`config.mk`:
```
export PLATFORM = sky130hd
export DESIGN_NAME = pdu_decode_core
export DESIGN_NICKNAME = d
export VERILOG_FILES = /design/src/rtl/core/pdu_pkg.sv /design/src/rtl/core/pdu_decode_core.sv
export SDC_FILE = /design/constraint.sdc
export NUM_CORES = 1
export LEC_CHECK = 0
export ABC_AREA = 1
export BUFFER_PORTS_ARGS = -buffer_cell sky130_fd_sc_hd__buf_2
export CAP_MARGIN = 0
export CORE_ASPECT_RATIO = 0.8
export CORE_MARGIN = 2
export CORE_UTILIZATION = 43
export CTS_CLUSTER_SIZE = 40
export DETAILED_ROUTE_END_ITERATION = 8
export PLACE_DENSITY = 0.71
export SYNTH_ARGS = -nofsm -noshare
export SYNTH_HDL_FRONTEND = slang
export SYNTH_SLANG_ARGS = --single-unit
```
`constraint.sdc`:
```
create_clock -name clock -period 3.9 [get_ports clock]
set_clock_uncertainty 0.1 [all_clocks]
set_input_delay 0.585 -clock clock [delete_from_list [all_inputs] [get_ports clock]]
set_output_delay 0.585 -clock clock [all_outputs]
set_load 0.01 [all_outputs]
```
`src/rtl/core/pdu_pkg.sv`:
```
package pdu_pkg;

   localparam int unsigned BYTE_W  = 8;
   localparam int unsigned LEN_W   = 16;
   localparam int unsigned COUNT_W = 17;
   localparam int unsigned CP_W    = 21;

   localparam logic [LEN_W-1:0]   MAX_LENGTH_RESET = 16'd16384;
   localparam logic [COUNT_W-1:0] COUNT_MAX        = 17'h1ffff;

   // raw and decoded character codes
   localparam logic [BYTE_W-1:0] CHAR_PERCENT = 8'h25;
   localparam logic [BYTE_W-1:0] CHAR_PLUS    = 8'h2b;
   localparam logic [BYTE_W-1:0] CHAR_SPACE   = 8'h20;
   localparam logic [BYTE_W-1:0] CHAR_DEL     = 8'h7f;

   // utf-8 lead byte ranges
   localparam logic [BYTE_W-1:0] LEAD2_LO = 8'hc2;
   localparam logic [BYTE_W-1:0] LEAD2_HI = 8'hdf;
   localparam logic [BYTE_W-1:0] LEAD3_LO = 8'he0;
   localparam logic [BYTE_W-1:0] LEAD3_HI = 8'hef;
   localparam logic [BYTE_W-1:0] LEAD4_LO = 8'hf0;
   localparam logic [BYTE_W-1:0] LEAD4_HI = 8'hf4;

   // code point limits
   localparam logic [CP_W-1:0] CP_MIN3      = 21'h000800;
   localparam logic [CP_W-1:0] CP_MIN4      = 21'h010000;
   localparam logic [CP_W-1:0] CP_SURR_LO   = 21'h00d800;
   localparam logic [CP_W-1:0] CP_SURR_HI   = 21'h00dfff;
   localparam logic [CP_W-1:0] CP_MAX       = 21'h10ffff;

   typedef enum logic [1:0] {
      ESC_NONE,
      ESC_HIGH,
      ESC_LOW
   } esc_phase_type;

   typedef enum logic [2:0] {
      STATUS_OK         = 3'd0,
      STATUS_TOO_LONG   = 3'd1,
      STATUS_BAD_ESCAPE = 3'd2,
      STATUS_CONTROL    = 3'd3,
      STATUS_BAD_UTF8   = 3'd4
   } status_type;

   typedef struct packed {
      logic [BYTE_W-1:0] in_byte;
      logic              last;
      logic              plus_means_space;
   } req_word_type;

   typedef struct packed {
      logic              byte_valid;
      logic [BYTE_W-1:0] out_byte;
      logic              end_of_string;
      status_type        status;
   } rsp_word_type;

   typedef struct packed {
      logic              feed;
      logic [BYTE_W-1:0] value;
      logic              clear;
   } utf8_ctl_type;

   typedef struct packed {
      logic error;
      logic pending;
   } utf8_stat_type;

   // {valid, nibble} for a hex digit of either case
   function automatic logic [4:0] hex_nibble(input logic [BYTE_W-1:0] c);
      logic [4:0] r;
      r = '0;
      if (c inside {[8'h30:8'h39]}) begin
         r = {1'b1, 4'(c - 8'h30)};
      end else if (c inside {[8'h61:8'h66]}) begin
         r = {1'b1, 4'(c - 8'h57)};
      end else if (c inside {[8'h41:8'h46]}) begin
         r = {1'b1, 4'(c - 8'h37)};
      end
      return r;
   endfunction

   function automatic logic is_control(input logic [BYTE_W-1:0] v);
      return (v < CHAR_SPACE) || (v == CHAR_DEL);
   endfunction

endpackage

```
`src/rtl/core/pdu_decode_core.sv`:
```
module pdu_decode_core (
   input  logic                        clock,
   input  logic                        reset,
   input  logic                        fire,
   input  pdu_pkg::req_word_type       word,
   input  logic [pdu_pkg::LEN_W-1:0]   max_length,
   output pdu_pkg::utf8_ctl_type       utf8_ctl,
   input  pdu_pkg::utf8_stat_type      utf8_stat,
   output pdu_pkg::rsp_word_type       rsp_word
);

   pdu_pkg::esc_phase_type          escape_ff, escape_in;
   logic [3:0]                      nibble_ff, nibble_in;
   logic [pdu_pkg::COUNT_W-1:0]     count_ff, count_in;
   pdu_pkg::status_type             first_error_ff, first_error_in;
   logic [4:0]                      hex;
   logic                            have;
   logic                            emit;
   logic [pdu_pkg::BYTE_W-1:0]      value;
   pdu_pkg::status_type             status;

   assign hex = pdu_pkg::hex_nibble(word.in_byte);

   always_comb begin
      count_in       = (count_ff == pdu_pkg::COUNT_MAX) ? count_ff : count_ff + 1'b1;
      escape_in      = escape_ff;
      nibble_in      = nibble_ff;
      first_error_in = first_error_ff;
      have           = 1'b0;
      emit           = 1'b0;
      value          = '0;
      if (first_error_ff == pdu_pkg::STATUS_OK) begin
         case (escape_ff)
            pdu_pkg::ESC_NONE: begin
               if (word.in_byte == pdu_pkg::CHAR_PERCENT) begin
                  escape_in = pdu_pkg::ESC_HIGH;
               end else begin
                  value = (word.in_byte == pdu_pkg::CHAR_PLUS && word.plus_means_space) ?
                          pdu_pkg::CHAR_SPACE : word.in_byte;
                  have  = 1'b1;
               end
            end
            pdu_pkg::ESC_HIGH: begin
               if (!hex[4]) begin
                  first_error_in = pdu_pkg::STATUS_BAD_ESCAPE;
                  escape_in      = pdu_pkg::ESC_NONE;
               end else begin
                  nibble_in = hex[3:0];
                  escape_in = pdu_pkg::ESC_LOW;
               end
            end
            pdu_pkg::ESC_LOW: begin
               if (!hex[4]) begin
                  first_error_in = pdu_pkg::STATUS_BAD_ESCAPE;
               end else begin
                  value = {nibble_ff, hex[3:0]};
                  have  = 1'b1;
               end
               escape_in = pdu_pkg::ESC_NONE;
            end
            default: begin
               escape_in = pdu_pkg::ESC_NONE;
            end
         endcase
         if (have) begin
            if (pdu_pkg::is_control(value)) begin
               first_error_in = pdu_pkg::STATUS_CONTROL;
            end else begin
               emit = 1'b1;
            end
         end
         // escape left open at the end of the string
         if (word.last && first_error_in == pdu_pkg::STATUS_OK &&
             escape_in != pdu_pkg::ESC_NONE) begin
            first_error_in = pdu_pkg::STATUS_BAD_ESCAPE;
         end
      end
   end

   always_comb begin
      status = pdu_pkg::STATUS_OK;
      if (word.last) begin
         if (count_in > {1'b0, max_length}) begin
            status = pdu_pkg::STATUS_TOO_LONG;
         end else if (first_error_in != pdu_pkg::STATUS_OK) begin
            status = first_error_in;
         end else if (utf8_stat.error || utf8_stat.pending) begin
            status = pdu_pkg::STATUS_BAD_UTF8;
         end
      end
   end

   assign utf8_ctl.feed  = fire && emit;
   assign utf8_ctl.value = value;
   assign utf8_ctl.clear = fire && word.last;

   assign rsp_word.byte_valid    = emit;
   assign rsp_word.out_byte      = emit ? value : '0;
   assign rsp_word.end_of_string = word.last;
   assign rsp_word.status        = status;

   always_ff @(posedge clock) begin
      if (reset || (fire && word.last)) begin
         escape_ff      <= pdu_pkg::ESC_NONE;
         nibble_ff      <= '0;
         count_ff       <= '0;
         first_error_ff <= pdu_pkg::STATUS_OK;
      end else if (fire) begin
         escape_ff      <= escape_in;
         nibble_ff      <= nibble_in;
         count_ff       <= count_in;
         first_error_ff <= first_error_in;
      end
   end

endmodule

```
==> impl_metrics.csv <==
group,metric,value,unit
sta,rsz0062_at_grt,"yes",
floorplanning,num_io_pins,54,
global_route,grt_max_degree,26,
yosys,synth_top_cell_by_area,"dfxtp_1",
clock_network,clkLatencyLatePin,0.28,ns
clock_network,numCtsBuffers,3,
global_route,first_global_vias,2332,
sta,hold_viol,0,
clock_network,cts_tree,"built",
yosys,netlist.area_leader.share,0.2024,
worst_setup_path,cpMostUsedCell,"nand2_2",
layout,area_growth_syn_to_layout,28.22,%
worst_setup_path,crit_family,"simple AND/OR/NAND/NOR gates",
worst_setup_path,crit_fanout,5,
floorplanning,chipWidth,90.46,microns
global_route,grt_use_total,0.2016,
yosys,ys_seq_elements,26,
sta,setup_viol,3,
run_status,status,"finished with violations",
global_route,antenna_found_initial,0,
routing,post_drt_wl_per_cell,13.63,microns
hold_path,hp-class,"flop to flop",
pwr,ir_drop,0.0001222,V
place,dpl_worst_slack,0.08657,ns
place,hpwl,5280,microns
run_status,failed_checks,"setup timing",
routing,ant_nets,0,
worst_setup_path,path_depth,21,
worst_setup_path,crit_start,"count_ff[0]$_SDFFE_PP0P_",
job,cap_viol_max_count,0,
yosys,syn_avg_cell_area,6.412,sq um
yosys,syn-cell-area,2571,sq um
worst_setup_path,critical_path_arrival,3.34,ns
clock_network,cts_hold_buf,0,
worst_setup_path,cp_slowest_cell,"dfxtp_2",
sta,setup_ws,-0.1260,ns
worst_setup_path,cp-endpoint,"rsp_word[2]",
place,placed_cells,527,
sta,slew_viol_final,0,
yosys,syn_nets,455,
worst_setup_path,r2r_start,"first_error_ff[2]$_SDFFE_PP0P_",
routing,firstDrtPassIters,5,
routing,wl,7443,microns
clock_network,h-tree-depth,1,
layout,n_antenna_cell,0,
clock_network,cts.root.buffer_cell,"clkbuf_8",
worst_setup_path,r2r-end,"nibble_ff[0]$_SDFFE_PP0P_",
layout,drive_gt1_frac,0.3398,
layout,fin_nets,521,
worst_setup_path,critPathRequiredTime,3.21,ns
floorplanning,start_util,0.4396,
yosys,yosys-top-cells-area,"dfxtp_1 20%, ha_1 11%, inv_1 11%",
floorplanning,die_height,73.17,microns
worst_setup_path,worstSetupStartpointType,"flop",
clock_network,clock-sinks,26,
routing,vias,2794,
sta,fmax,248.4,MHz
floorplanning,fp-row-count,25,
yosys,synthCells,401,
worst_setup_path,slowest_delay,0.35,ns
layout,fin_util,0.5636,
yosys,ys_types,39,
layout,instances_no_fill,546,
global_route,overflow,0,
yosys,yosys_warnings,0,
floorplanning,core-area,5849,sq um
pwr,power_density,237.1,nW/um^2
layout,mostFrequentLayoutCell,"inv_1",
place,io_buffers,53,
sta,worst_slew_pin_slew,0.7592,ns
worst_setup_path,ff2ff_path_depth,8,
routing,drc,0,
worst_setup_path,path_class,"flop to output port",
worst_setup_path,cp_num_buf_inv,4,
pwr,p_leak,1.752,nW
sta,layout_min_cycle_time,4.026,ns
sta,whs,0.3668,ns
routing,viasPerCell,5.117,
clock_network,clockBufferDepth,2,
routing,drtIter0Drc,261,
place,place_congestion,0.9702,
global_route,grt_first_pass_wirelength,10810,microns
sta,slew-limit-headroom,0.4933,
worst_setup_path,path_cells,"buf_6 > ha_4 > inv_6 > nor3_4 > nand3_1 > nor2_1 > nand2_2 > nand2_4 > nor2_4 > nand2_2 > nor2_4 > buf_6 > xor2_4 > ha_4 > nand4_1 > nor4_1 > nand2_1 > nand2_2 > nand2_2 > a21oi_2 > buf_2",
layout,layout_common_cells,"72 x inv_1, 54 x nand2_1, 53 x buf_2",
sta,min_period_over_period,1.032,
worst_setup_path,cp-end-kind,"output port",
clock_network,clk_pin_slew,0.09,ns
worst_setup_path,reg2reg_slack,1.64,ns
yosys,ys_seq_area_frac,0.2024,
floorplanning,die_area,6618,sq um
## Yosys cell counts (all sizes together)
master,number
o21ai,21
a211oi,6
a21o,1
o2111ai,1
a21oi,30
buf,2
clkinv,1
or2,2
o31ai,1
a31o,1
nor4,1
clkbuf,6
nand2,74
xor2,11
nor2,61
xnor2,1
nand4,8
nor3,13
a31oi,1
dfxtp,26
nand3b,2
inv,79
a21boi,1
and2,1
nand3,27
ha,23
## how the worst min path moves through the flow
stage,startpoint,end,slack [ns],cells after the start
after floorplan,nibble_ff[0]$_SDFFE_PP0P_,nibble_ff[0]$_SDFFE_PP0P_,0.33,2
after global placement,first_error_ff[2]$_SDFFE_PP0P_,first_error_ff[2]$_SDFFE_PP0P_,0.35,2
after detailed placement,nibble_ff[1]$_SDFFE_PP0P_,nibble_ff[1]$_SDFFE_PP0P_,0.35,2
after CTS,first_error_ff[2]$_SDFFE_PP0P_,first_error_ff[2]$_SDFFE_PP0P_,0.36,2
after global routing,nibble_ff[0]$_SDFFE_PP0P_,nibble_ff[0]$_SDFFE_PP0P_,0.38,2
final,nibble_ff[0]$_SDFFE_PP0P_,nibble_ff[0]$_SDFFE_PP0P_,0.37,2
## cell type report
class | count | area (sq um)
Multi-Input combinational cell | 287 | 1914
Tap cell | 81 | 101.3
Inverter | 80 | 309.0
Clock buffer | 3 | 41.29
Timing Repair Buffer | 69 | 396.6
Sequential cell | 26 | 534.3
Fill cell | 559 | 2552
## cell families (layout without fill, tap and decap cells)
group	count (synthesis)	in the layout	synth area share
XOR/XNOR	12	12	0.04380
AO/OA/AOI/OAI	63	63	0.1377
buffers and inverters	88	152	0.1367
AND/OR/NAND/NOR	189	189	0.3674
adder cells (fa/ha/maj)	23	23	0.1119
flip-flops	26	26	0.2024
## timing repair
item	in CTS	in global routing
setup endpoints to repair	3	3
pin swaps	1	21
resized for setup	11	48
setup buffers	3	13
gates cloned	0	0
## flip-flops by register name, summed over array words and instances (netlist names)
signal          cells
nibble_ff           4
first_error_ff      3
count_ff           17
escape_ff           2
## metal layers
metal	GRT usage	vias to the layer above	share of wire
li1	-	1406	-
met1	0.3059	1242	0.48
met2	0.2932	125	0.43
met3	0.03719	21	0.069
met4	0.04786	0	0.021
met5	0	-	0
## tightest hold or removal path, delay by kind of cell (launching register included)
family / cells / cell delay [ns]
buffers and inverters: 1 / 0.05
DFF: 1 / 0.32
AOI/OAI and AO/OA: 1 / 0.05
## metrics by stage
stage                     instance area (sq um)  power, mW  setup TNS (ns)
after floorplan                            2571     0.5035               0
after detailed placement                   2890     0.5956               0
after CTS                                  2988     0.7574               0
after global routing                       3297     0.8362         -0.7477
final                                      3297     0.7818         -0.3672
after global placement                     2890     0.5919               0
## power by group
group / total, mW / switching, mW / internal (mW)
Sequential: 0.292 / 0.0140 / 0.278
Clock: 0.157 / 0.0876 / 0.0695
Combinational: 0.332 / 0.206 / 0.126
Total: 0.782 / 0.308 / 0.474
Note: power is estimated with default switching activity, not from simulation.
